**config.mk**
```make
export PLATFORM = sky130hd
export DESIGN_NAME = vatf_lane
export DESIGN_NICKNAME = d
export VERILOG_FILES = /design/src/design/vatf_pkg.sv /design/src/design/vatf_lane.sv
export SDC_FILE = /design/constraint.sdc
export NUM_CORES = 1
export LEC_CHECK = 0
export BUFFER_PORTS_ARGS = -buffer_cell sky130_fd_sc_hd__buf_2
export CAP_MARGIN = 20
export CORE_MARGIN = 2
export CORE_UTILIZATION = 50
export DETAILED_ROUTE_END_ITERATION = 16
export PLACE_DENSITY = 0.67
export SLEW_MARGIN = 20
export SYNTH_ARGS = -nofsm -noshare
export SYNTH_HDL_FRONTEND = slang
export SYNTH_SLANG_ARGS = --single-unit
```
**constraint.sdc**
```tcl
create_clock -name clock -period 11.3 [get_ports clock]
set_input_delay 1.13 -clock clock [delete_from_list [all_inputs] [get_ports clock]]
set_output_delay 1.13 -clock clock [all_outputs]
set_load 0.005 [all_outputs]
```
**src/design/vatf_pkg.sv**
```systemverilog
// Package for the vertex attribute to float converter.
// Holds payload structs, format codes and the float conversion helper.
// No dependencies.
package vatf_pkg;

   localparam int MaxComponents = 4;

   typedef enum logic [3:0] {
      FMT_S8 = 4'd0, FMT_U8 = 4'd1, FMT_S16 = 4'd2, FMT_U16 = 4'd3,
      FMT_S32 = 4'd4, FMT_U32 = 4'd5, FMT_HALF = 4'd6, FMT_FLOAT = 4'd7,
      FMT_DOUBLE = 4'd8
   } fmt_type;

   typedef enum logic [2:0] {
      REG_SRC_FORMAT = 3'd0, REG_SRC_COMPONENTS = 3'd1, REG_OUT_COMPONENTS = 3'd2,
      REG_DEFAULT_0 = 3'd3, REG_DEFAULT_1 = 3'd4, REG_DEFAULT_2 = 3'd5,
      REG_DEFAULT_3 = 3'd6
   } reg_index_type;

   typedef struct packed {
      logic [63:0] raw_0;
      logic [63:0] raw_1;
      logic [63:0] raw_2;
      logic [63:0] raw_3;
      logic        vertex_last;
   } req_type;

   typedef struct packed {
      logic [31:0] result_0;
      logic [31:0] result_1;
      logic [31:0] result_2;
      logic [31:0] result_3;
      logic        result_last;
   } rsp_type;

   // Stage 1 to stage 2 record of one lane.
   typedef struct packed {
      logic        pass;      // value is final bits in pass_bits
      logic [31:0] pass_bits;
      logic        sign;
      logic        zero;
      logic [8:0]  exp;       // biased exponent of the rounded magnitude
      logic [23:0] mant;      // rounded significand with hidden bit
      logic        mul;       // multiply by reciprocal needed
      logic [23:0] recip;     // reciprocal significand
      logic [8:0]  rexp;      // reciprocal biased exponent
   } lane_mid_type;

   // Round a 64-bit magnitude with leading one at position pos (counted from bit 0)
   // to 24 bits, round to nearest even. Returns {1'b0, carry-adjusted mant, exp}.
   function automatic logic [33:0] round_int(input logic [63:0] mag);
      logic [5:0]  pos;
      logic [63:0] norm;
      logic [24:0] m;
      logic        g, st;
      logic [8:0]  e;
      pos = 6'd0;
      for (int i = 0; i < 64; i++) begin
         if (mag[i]) pos = 6'(i);
      end
      norm = mag << (6'd63 - pos);
      g = norm[39];
      st = |norm[38:0];
      m = {1'b0, norm[63:40]} + 25'((g && (st || norm[40])) ? 1 : 0);
      e = 9'(127) + 9'(pos);
      if (m[24]) begin
         m = m >> 1;
         e = e + 9'd1;
      end
      return {1'b0, m[23:0], e};
   endfunction

endpackage

```
**src/design/vatf_lane.sv**
```systemverilog
// One conversion lane: converts a raw component to float32 bits in two stages.
// Depends on vatf_pkg.
module vatf_lane (
   input  logic        clock,
   input  logic        enable,
   input  logic [3:0]  fmt,
   input  logic [63:0] raw,
   output logic [31:0] result
);
   import vatf_pkg::*;

   lane_mid_type mid_in, mid_ff;
   logic [31:0]  result_in, result_ff;

   always_comb begin
      logic [63:0] mag;
      logic [33:0] r;
      logic [10:0] dex;
      logic [51:0] dman;
      logic [24:0] dm;
      logic        g, st;
      logic signed [12:0] fe;
      logic [76:0] sub;
      mid_in = '0;
      mag = '0;
      r = '0;
      dm = '0;
      g = 1'b0;
      st = 1'b0;
      sub = '0;
      dex = raw[62:52];
      dman = raw[51:0];
      fe = 13'(dex) - 13'sd896;
      case (fmt)
         FMT_S8, FMT_S16, FMT_S32: begin
            mid_in.sign = (fmt == FMT_S8) ? raw[7] : (fmt == FMT_S16) ? raw[15] : raw[31];
            if (fmt == FMT_S8) mag = 64'(mid_in.sign ? 8'(-raw[7:0]) : raw[7:0]);
            else if (fmt == FMT_S16) mag = 64'(mid_in.sign ? 16'(-raw[15:0]) : raw[15:0]);
            else mag = 64'(mid_in.sign ? 32'(-raw[31:0]) : raw[31:0]);
            if (fmt == FMT_S8) begin
               mag = (mid_in.sign && raw[7:0] == 8'h80) ? 64'd128 : mag;
            end else if (fmt == FMT_S16) begin
               mag = (mid_in.sign && raw[15:0] == 16'h8000) ? 64'd32768 : mag;
            end else begin
               mag = (mid_in.sign && raw[31:0] == 32'h80000000) ? 64'h80000000 : mag;
            end
         end
         FMT_U8:  mag = 64'(raw[7:0]);
         FMT_U16: mag = 64'(raw[15:0]);
         FMT_U32: mag = 64'(raw[31:0]);
         default: mag = '0;
      endcase
      r = round_int(mag);
      mid_in.zero = (mag == '0);
      mid_in.mant = r[32:9];
      mid_in.exp = r[8:0];
      case (fmt)
         FMT_S8:  begin mid_in.mul = 1'b1; mid_in.recip = 24'h810204; mid_in.rexp = 9'd120; end
         FMT_U8:  begin mid_in.mul = 1'b1; mid_in.recip = 24'h808081; mid_in.rexp = 9'd119; end
         FMT_S16: begin mid_in.mul = 1'b1; mid_in.recip = 24'h800100; mid_in.rexp = 9'd112; end
         FMT_U16: begin mid_in.mul = 1'b1; mid_in.recip = 24'h800080; mid_in.rexp = 9'd111; end
         FMT_S32: mid_in.exp = mid_in.zero ? 9'd0 : mid_in.exp - 9'd31;
         FMT_U32: begin
            // u / 4294967295f where divisor rounds to 2^32.
            mid_in.exp = mid_in.zero ? 9'd0 : mid_in.exp - 9'd32;
         end
         FMT_FLOAT: begin
            mid_in.pass = 1'b1;
            mid_in.pass_bits = raw[31:0];
         end
         default: begin
            mid_in.pass = 1'b1;
            if (dex == 11'h7ff) begin
               mid_in.pass_bits = (dman != '0)
                  ? {raw[63], 8'hff, 1'b1, dman[50:29]} : {raw[63], 31'h7f800000};
            end else if (dex == '0) begin
               mid_in.pass_bits = {raw[63], 31'd0};
            end else if (fe >= 13'sd255) begin
               mid_in.pass_bits = {raw[63], 31'h7f800000};
            end else if (fe >= 13'sd1) begin
               g = dman[28];
               st = |dman[27:0];
               dm = {2'b01, dman[51:29]} + 25'((g && (st || dman[29])) ? 1 : 0);
               mid_in.pass_bits = {raw[63], 8'(fe), dm[22:0]};
               if (dm[24]) mid_in.pass_bits = {raw[63], 8'(fe + 13'sd1), 23'd0};
            end else if (fe >= -13'sd24) begin
               sub = {1'b1, dman, 24'd0} >> (13'sd1 - fe);
               g = sub[52];
               st = |sub[51:0];
               dm = 25'(sub[76:53]) + 25'((g && (st || sub[53])) ? 1 : 0);
               mid_in.pass_bits = {raw[63], 31'(dm)};
            end else begin
               mid_in.pass_bits = {raw[63], 31'd0};
            end
         end
      endcase
   end

   always_comb begin
      logic [47:0] p;
      logic [24:0] m;
      logic [9:0]  e;
      logic        g, st;
      p = mid_ff.mant * mid_ff.recip;
      e = 10'(mid_ff.exp) + 10'(mid_ff.rexp) - 10'd127;
      if (p[47]) begin
         g = p[23];
         st = |p[22:0];
         m = {1'b0, p[47:24]} + 25'((g && (st || p[24])) ? 1 : 0);
         e = e + 10'd1;
      end else begin
         g = p[22];
         st = |p[21:0];
         m = {1'b0, p[46:23]} + 25'((g && (st || p[23])) ? 1 : 0);
      end
      if (m[24]) e = e + 10'd1;
      if (mid_ff.pass) begin
         result_in = mid_ff.pass_bits;
      end else if (mid_ff.zero) begin
         result_in = 32'd0;
      end else if (mid_ff.mul) begin
         result_in = {mid_ff.sign, e[7:0], m[22:0]};
      end else begin
         result_in = {mid_ff.sign, mid_ff.exp[7:0], mid_ff.mant[22:0]};
      end
   end

   always_ff @(posedge clock) begin
      if (enable) begin
         mid_ff <= mid_in;
         result_ff <= result_in;
      end
   end

   assign result = result_ff;
endmodule

```
======== Word level (Yosys, flattened, before mapping) ========
Cells that the tools add are included.
word-level totals
  output and inout port bits .............. 32
  register bits ........................... 132
  input bits .............................. 70
  word-level logic and storage cells ...... 172
cells by class
  reductions and logical operators ........ 24
  multiply operators ...................... 1
  magnitude comparators ................... 3
  shifts and indexed selects .............. 2
  add/sub/neg operators ................... 20
  mux-type cells .......................... 101
  equal/unequal tests ..................... 10
operator list
  cell                    number
  $mux W6                 62
  $mux W64                5
  $pmux W64 S4            1
  $mux W31                6
  $mux W32                5
  $pmux W34 S4            1
  $add A24 B1 Y25         5
  $shr A77 B13 Y77        1
  $pmux W33 S2            1
  $logic_not A64 Y1       1
  $shl A64 B6 Y64         1
  $reduce_bool A52 Y1     1
  $reduce_or A52 Y1       1
  $mux W25                2
  $mul A24 B24 Y48        1
  $mux W8                 6
  $mux W23                2
  $reduce_or A39 Y1       1
  $eq A32 B32 Y1 const B  1
  $neg A32 Y32            1
  $reduce_or A28 Y1       1
  $add A8 B1 Y8 const B   3
  $reduce_or A23 Y1       1
  $reduce_or A22 Y1       1
  other kinds (29)        50

======== Longest topological paths before layout ========
Gate-level depths: netlist of run 1.
  word-level depth ........................ 84
  depth in mapped cells ................... 38
  gate-level depth less buffers ........... 37

======== Worst setup path before layout of run 1 ========
Ideal clock, no wire load.
  path kind ............................... register to register
  start point ............................. reg mid_ff[16] (netlist name)
  end point ............................... reg result_ff[29], in the netlist result[29], data pin
  data required time ...................... 11,033 ps
  arrival ................................. 8,117 ps
  path buffers ............................ 1
  stages on the path, launching flop included .. 32
  path slack .............................. 2,917 ps
  period minus slack after synthesis ...... 8,383 ps
  cell sequence ........................... edfxtp_1 > clkbuf_1 > and2_1 > ha_1 > ha_1 > inv_1 > fa_1 > inv_1 > fa_1 > fa_1 > fa_1 > fa_1 > ha_1 > nand3_1 > or3_1 > a21oi_1 > nand2_1 > o211ai_1 > a31o_2 > a21oi_1 > xnor2_1 > nand2_1 > nor2_1 > nand2_1 > nor3_1 > nand4_1 > nor3_1 > nand2_1 > or4_1 > xor2_1 > mux2i_1 > o21ai_0
between the ends
  cells in the longest elaborated chain, start to end .. 11
  elaborated cells between the ends (all ways) .. 18
  those cells by class .................... add/sub (3); mul (1); mux (8); reduce/logical (6)
ends and longest elaborated chain
  what                                                    line                                RTL
  from (decl)                                             vatf_lane.sv:12                     lane_mid_type mid_in, mid_ff;
  from (signal assigned)                                  vatf_lane.sv:130                    mid_ff <= mid_in;
  $mul A24 B24 Y48 *                                      vatf_lane.sv:104                    p = mid_ff.mant * mid_ff.recip;
  $reduce_or A23 Y1 or $reduce_or A22 Y1 (tied branches)  vatf_lane.sv:108, vatf_lane.sv:113
  $logic_or A1 B1 Y1 (on tied branches)                   vatf_lane.sv:109, vatf_lane.sv:114
  $logic_and A1 B1 Y1 (on tied branches)                  vatf_lane.sv:109, vatf_lane.sv:114
  $mux W1 (on tied branches)                              vatf_lane.sv:109, vatf_lane.sv:114
  $add A24 B1 Y25 (on tied branches)                      vatf_lane.sv:109, vatf_lane.sv:114
  $mux W25                                                vatf_lane.sv:106                    if (p[47]) begin
  $mux W8 *                                               vatf_lane.sv:116                    if (m[24]) e = e + 10'd1;
  $mux W31 *                                              vatf_lane.sv:121                    end else if (mid_ff.mul) begin
  $mux W32 *                                              vatf_lane.sv:119                    end else if (mid_ff.zero) begin
  $mux W32 *                                              vatf_lane.sv:117                    if (mid_ff.pass) begin
  via result_in[29]                                       vatf_lane.sv:13                     logic [31:0] result_in, result_ff;
  to (signal assigned)                                    vatf_lane.sv:131                    result_ff <= result_in;
  to (decl)                                               vatf_lane.sv:13
The timed path passes the listed nets; every way through them passes the cells marked *.
A chain may end at the register's enable or synchronous reset.

======== Worst setup path in the final report of run 1 ========
Ends and elaborated chain as after synthesis.

==> impl_metrics.env, run 1 <==
export IMPL_numCtsBuffers=9
export IMPL_status="completed"
export IMPL_cts_tree="built"
export IMPL_h_tree_depth=3
export IMPL_die_w_um=229
export IMPL_path_class="flip-flop to flip-flop"
export IMPL_synth_warnings=0
export IMPL_start_kind="flip-flop"
export IMPL_vias=25408
export IMPL_drc=0
export IMPL_overflow=0
export IMPL_vias_per_cell=6.62
export IMPL_max_cap_violations=0
export IMPL_finalClockSkew_ns=0.0130
export IMPL_clk_pin_slew_worst_paths_ns=0.08
export IMPL_slowest_delay_ns=0.85
export IMPL_ys_types=121
export IMPL_synthArstFlopShare_pct=0
export IMPL_cts_sink_count=106
export IMPL_syn_inst=3199
export IMPL_drive_gt1_share_pct=8.96
export IMPL_slew_headroom_pct=25.4
export IMPL_cts_hold_buf=0
export IMPL_drt_total_wl_um=93400
export IMPL_synthMostInstantiatedCell="ha_1"
export IMPL_netlist_top_cells_count="ha_1, nor2_1, inv_1, nand2_1, o21ai_0"
export IMPL_io_pins=102
export IMPL_rsz0062_at_grt="false"
export IMPL_antenna_left=0
export IMPL_setup_viol=0
export IMPL_drt_pass1_iterations=6
export IMPL_finalSetupTns_ns=0
export IMPL_initial_utilization_pct=50.5
export IMPL_hold_worst_slack_ns=0.526
export IMPL_cts_root_buf="clkbuf_16"
export IMPL_max_freq_ghz=0.102
export IMPL_routedWlPerCell_um=24.3
export IMPL_dp_hpwl_um=75200
export IMPL_first_iter_violations=2962
export IMPL_syn2layout_area_growth_pct=4.54
export IMPL_avgSynthCellArea_um2=7.89
export IMPL_hold_violations=0
export IMPL_dieHeight_um=229
export IMPL_nets=3655
export IMPL_ys_ff_latch=106
export IMPL_ir_worst_vdd_mv=0.373
export IMPL_cts_buffer_depth=2
export IMPL_period_needed_ns=9.82
export IMPL_powerDensity_mw_per_mm2=334
export IMPL_grt_pass1_vias=24245
export IMPL_cts_resized_gates=0
export IMPL_critPathSlowestCell="edfxtp_1"
export IMPL_critical_path_peak_fanout=26
export IMPL_synth_top_cell_by_area="ha_1"
export IMPL_antenna_found_initial=3
export IMPL_num_antenna_cells=0
export IMPL_synth_nets=3691
export IMPL_post_cts_buffers=0
export IMPL_synth_edf_count=106
export IMPL_worstSetupEndpointType="flip-flop"
export IMPL_finalWeightedCongestion=1.04
export IMPL_tightest_slew_ns=1.11
export IMPL_synth_main_ff_cell="edfxtp_1"
export IMPL_cp_required_ns=11.39
export IMPL_yosysSeqAreaShare_pct=12.6
export IMPL_die_area_mm2=0.0523
export IMPL_clk_latency_ns=0.36
export IMPL_hp_class="flip-flop to flip-flop"
export IMPL_yosys_top_cells_area="ha_1, edfxtp_1, fa_1"
export IMPL_period_share_pct=86.9
export IMPL_grt_max_degree=86
export IMPL_io_buffer_count=101
export IMPL_grt_use_total_pct=34.7
export IMPL_crit_arrival_ns=9.91
export IMPL_synthesis_area_mm2=0.0252
export IMPL_grt_pass1_wl_um=143000
export IMPL_num_fill_cells=4889
export IMPL_power_total_mw=8.82
export IMPL_maxSlewViolCount=0
export IMPL_p_leak_nw=11.6
export IMPL_crit_path_frequent_cell="ha_1"
export IMPL_rows=82
export IMPL_coreArea_mm2=0.0500
export IMPL_synth_top_area_share_pct=15.6
## sequential cells by signal, summed over array words and instances, names as in the netlist
register and count:
mid_ff 74, result 32
## where the power goes
group	total, mW	switching (mW)	internal, mW
Clock	0.328	0.151	0.178
Sequential	0.656	0.115	0.541
Combinational	7.84	4.85	2.99
Total	8.82	5.11	3.71
## cells in the final DEF, fill, tap and decap left out, drive strengths merged, types with 22 or more instances in the layout
cell | Yosys | routed
nor2 | 282 | 282
or3 | 32 | 32
a211oi | 50 | 50
buf | 54 | 136
a21o | 29 | 29
and3 | 44 | 44
o211ai | 52 | 52
a21oi | 135 | 135
o22ai | 35 | 35
edfxtp | 106 | 106
ha | 315 | 315
inv | 278 | 281
nand4 | 36 | 36
nand2 | 265 | 265
xor2 | 70 | 70
xnor2 | 81 | 81
fa | 107 | 107
o31ai | 23 | 23
and2 | 139 | 139
nand3 | 65 | 65
nor3 | 99 | 99
o21a | 22 | 22
mux2 | 26 | 26
o21ai | 221 | 221
a31oi | 40 | 40
mux2i | 76 | 76
nor4 | 38 | 38
a22o | 38 | 38
## cell families after synthesis
kind of cell	synth area share (%)
and+or+nand+nor	22.3
AOI/OAI and AO/OA	22.8
buffers and inverters	7.53
adders and majority gates	24.1
xor gates and xnor gates	5.24
muxes	5.38
DFF	12.6
## critical path, delay by kind of cell, from the launching register on
kind                     cells  cell delay, ns
AO/OA/AOI/OAI                7            1.72
multiplexers                 1            0.13
buffers and inverters        6            0.58
XOR/XNOR                     2            0.33
AND/OR/NAND/NOR              9            2.64
flip-flops                   1            0.85
adder cells (fa/ha/maj)     10            3.32
## metrics by stage
stage               setup slack, ns  area [um^2]  utilization [%]  std cells
global route                  0.873        26400             52.8       3840
CTS                            1.60        26400             52.8       3840
global placement               1.81        26100             52.1       3824
detailed placement             1.61        26100             52.2       3824
finish                         1.48        26400             52.8       3840
floorplan                      2.92        25200                -       3199
## final timing paths
kind,cells past startpoint,slack (ns),endpoint,start
max,35,1.48,result[29],mid_ff[16]
min,2,0.53,result[1],mid_ff[70]
max reg2reg,35,1.48,result[29],mid_ff[16]
min reg2reg,2,0.53,result[1],mid_ff[70]
## final cells by class
type / instances / area (um^2) / area share, %
inverters: 280 / 1050 / 3.99
multi-input cells: 2630 / 20200 / 76.6
clock inverters: 7 / 92.6 / 0.351
clock buffers: 9 / 225 / 0.854
well taps: 672 / 841 / 3.19
repair buffers: 136 / 771 / 2.92
flip-flops and latches: 106 / 3180 / 12.1
## routing by layer
| layer | wire length (um) | track usage (%) | vias to the layer above | share of wire [%] |
|---|---|---|---|---|
| met1 | 39100 | 46.5 | 12248 | 42 |
| met4 | 3960 | 13.5 | 4 | 4.2 |
| li1 | - | - | 11567 | - |
| met3 | 7840 | 4.72 | 247 | 8.4 |
| met2 | 42400 | 56.6 | 1342 | 45 |
| met5 | 27 | 0 | - | 0.029 |
Note: power is estimated with default switching activity, not from simulation.
==> inputs of run 2 (changes only) <==
Settings changed: MAX_ROUTING_LAYER set to met4, SKIP_CTS_REPAIR_TIMING set to 1.
==> impl_metrics.env, run 2 (synthesis gave the netlist of run 1 again) <==
export IMPL_path_class="flip-flop to flip-flop"
export IMPL_cp_required_ns=11.40
export IMPL_powerDensity_mw_per_mm2=336
export IMPL_drt_pass1_iterations=8
export IMPL_grt_pass1_vias=24050
export IMPL_nets=3656
export IMPL_seqPwrFrac_pct=7.3
export IMPL_hp_class="flip-flop to flip-flop"
export IMPL_max_freq_ghz=0.101
export IMPL_drt_total_wl_um=93100
export IMPL_routedWlPerCell_um=24.2
export IMPL_grt_use_total_pct=35.4
export IMPL_cts_root_buf="clkbuf_16"
export IMPL_grt_max_degree=86
export IMPL_start_kind="flip-flop"
export IMPL_syn2layout_area_growth_pct=4.53
export IMPL_r2r_cells=34
export IMPL_cts_tree="built"
export IMPL_clkPwrFrac_pct=3.6
export IMPL_drive_gt1_share_pct=8.96
export IMPL_maxSlewViolCount=0
export IMPL_h_tree_depth=3
export IMPL_timing_rr_end="result[29]"
export IMPL_hold_violations=0
export IMPL_critPathTopFamily="adder cells"
export IMPL_finalSetupTns_ns=0
export IMPL_coreArea_mm2=0.0500
export IMPL_min_path_cells=2
export IMPL_setup_viol=0
export IMPL_power_total_mw=8.86
export IMPL_final_cell_mix="ha_1, nor2_1, inv_1"
export IMPL_cts_buffer_depth=2
export IMPL_io_pins=102
export IMPL_hold_start="mid_ff[78]"
export IMPL_stdcell_area_mm2=0.0264
export IMPL_dp_hpwl_um=74600
export IMPL_die_w_um=229
export IMPL_vias=25320
export IMPL_hold_worst_slack_ns=0.537
export IMPL_slew_headroom_pct=20.1
export IMPL_placed_area_mm2=0.0261
export IMPL_status="completed"
export IMPL_finalClockSkew_ns=0.0127
export IMPL_vias_per_cell=6.59
export IMPL_dieHeight_um=229
export IMPL_finalWeightedCongestion=1.05
export IMPL_initial_utilization_pct=50.5
export IMPL_reg2reg_setup_slack_ns=1.40
export IMPL_period_share_pct=87.6
export IMPL_grt_pass1_wl_um=142000
export IMPL_clk_pin_slew_worst_paths_ns=0.08
export IMPL_p_leak_nw=11.6
export IMPL_ir_worst_vdd_mv=0.406
export IMPL_max_cap_violations=0
export IMPL_overflow=0
export IMPL_p_int_mw=3.72
export IMPL_tightest_slew_ns=1.19
export IMPL_layout_commonest_cell="ha_1"
export IMPL_r2r_start="mid_ff[16]"
export IMPL_p_comb_share_pct=89.0
export IMPL_crit_arrival_ns=9.99
export IMPL_p_sw_share_pct=58.0
export IMPL_cts_sink_count=106
export IMPL_clk_latency_ns=0.36
export IMPL_p_switching_mw=5.15
export IMPL_antenna_found_initial=2
export IMPL_numCtsBuffers=9
export IMPL_first_iter_violations=2792
export IMPL_utilization_pct=52.8
export IMPL_rows=82
export IMPL_largest_reg_flops=74
export IMPL_period_needed_ns=9.90
export IMPL_drc=0
export IMPL_rsz0062_at_grt="false"
export IMPL_crit_path_frequent_cell="ha_1"
export IMPL_path_buf_inv=5
export IMPL_critical_path_peak_fanout=26
export IMPL_largest_register="mid_ff"
export IMPL_antenna_left=0
export IMPL_slowest_delay_ns=0.87
export IMPL_critPathSlowestCell="edfxtp_1"
export IMPL_min_to="result[9]"
export IMPL_worstSetupEndpointType="flip-flop"
export IMPL_io_buffer_count=101
export IMPL_die_area_mm2=0.0523
[run 2: how the worst max path moves through the flow]
stage / cells after the start / slack, ns / start / end
after detailed placement: 34 / 1.58 / mid_ff[16] / result[29]
after global routing: 34 / 0.73 / mid_ff[16] / result[29]
final: 34 / 1.40 / mid_ff[16] / result[29]
after global placement: 34 / 1.71 / mid_ff[16] / result[29]
after CTS: 34 / 1.52 / mid_ff[16] / result[29]
after floorplan: 31 / 2.92 / mid_ff[16] / result[29]
[run 2: routing by layer]
layer	wire length, um	track usage (%)	share of wire [%]
met5	0	-	0
met4	3740	13.2	4.0
met3	8370	5.38	9.0
met2	42000	55.2	45
met1	38900	46.5	42
[run 2: area by class of cell]
type,count,area [um^2]
Antenna cell,3,7.51
Clock buffer,9,225
Clock inverter,7,86.3
Fill cell,4846,23600
Inverter,280,1050
Multi-Input combinational cell,2630,20200
Sequential cell,106,3180
Tap cell,672,841
Timing Repair Buffer,137,778
[run 2: power by group through the flow]
stage / logic [mW] / registers [mW] / clock network [mW]
final: 7.89 / 0.649 / 0.322
after global routing: 8.73 / 0.651 / 0.342
after CTS: 7.75 / 0.646 / 0.332
after detailed placement: 7.66 / 0.655 / 0
after global placement: 7.52 / 0.656 / 0
after floorplan: 5.76 / 0.580 / 0
[run 2: stage by stage]
| step | worst slack (ns) | std cells |
|---|---|---|
| 3_3_place_gp | 1.71 | 3825 |
| 5_1_grt | 0.734 | 3843 |
| 3_5_place_dp | 1.58 | 3825 |
| 2_1_floorplan | 2.92 | 3199 |
| 6_report | 1.40 | 3844 |
| 4_1_cts | 1.52 | 3841 |
[run 2: worst min-delay path: cells and delay by family, from the launching register on]
family / cells / cell delay [ns]
flip-flops: 1 / 0.33
AO/OA/AOI/OAI: 1 / 0.06
AND/OR/NAND/NOR: 1 / 0.05
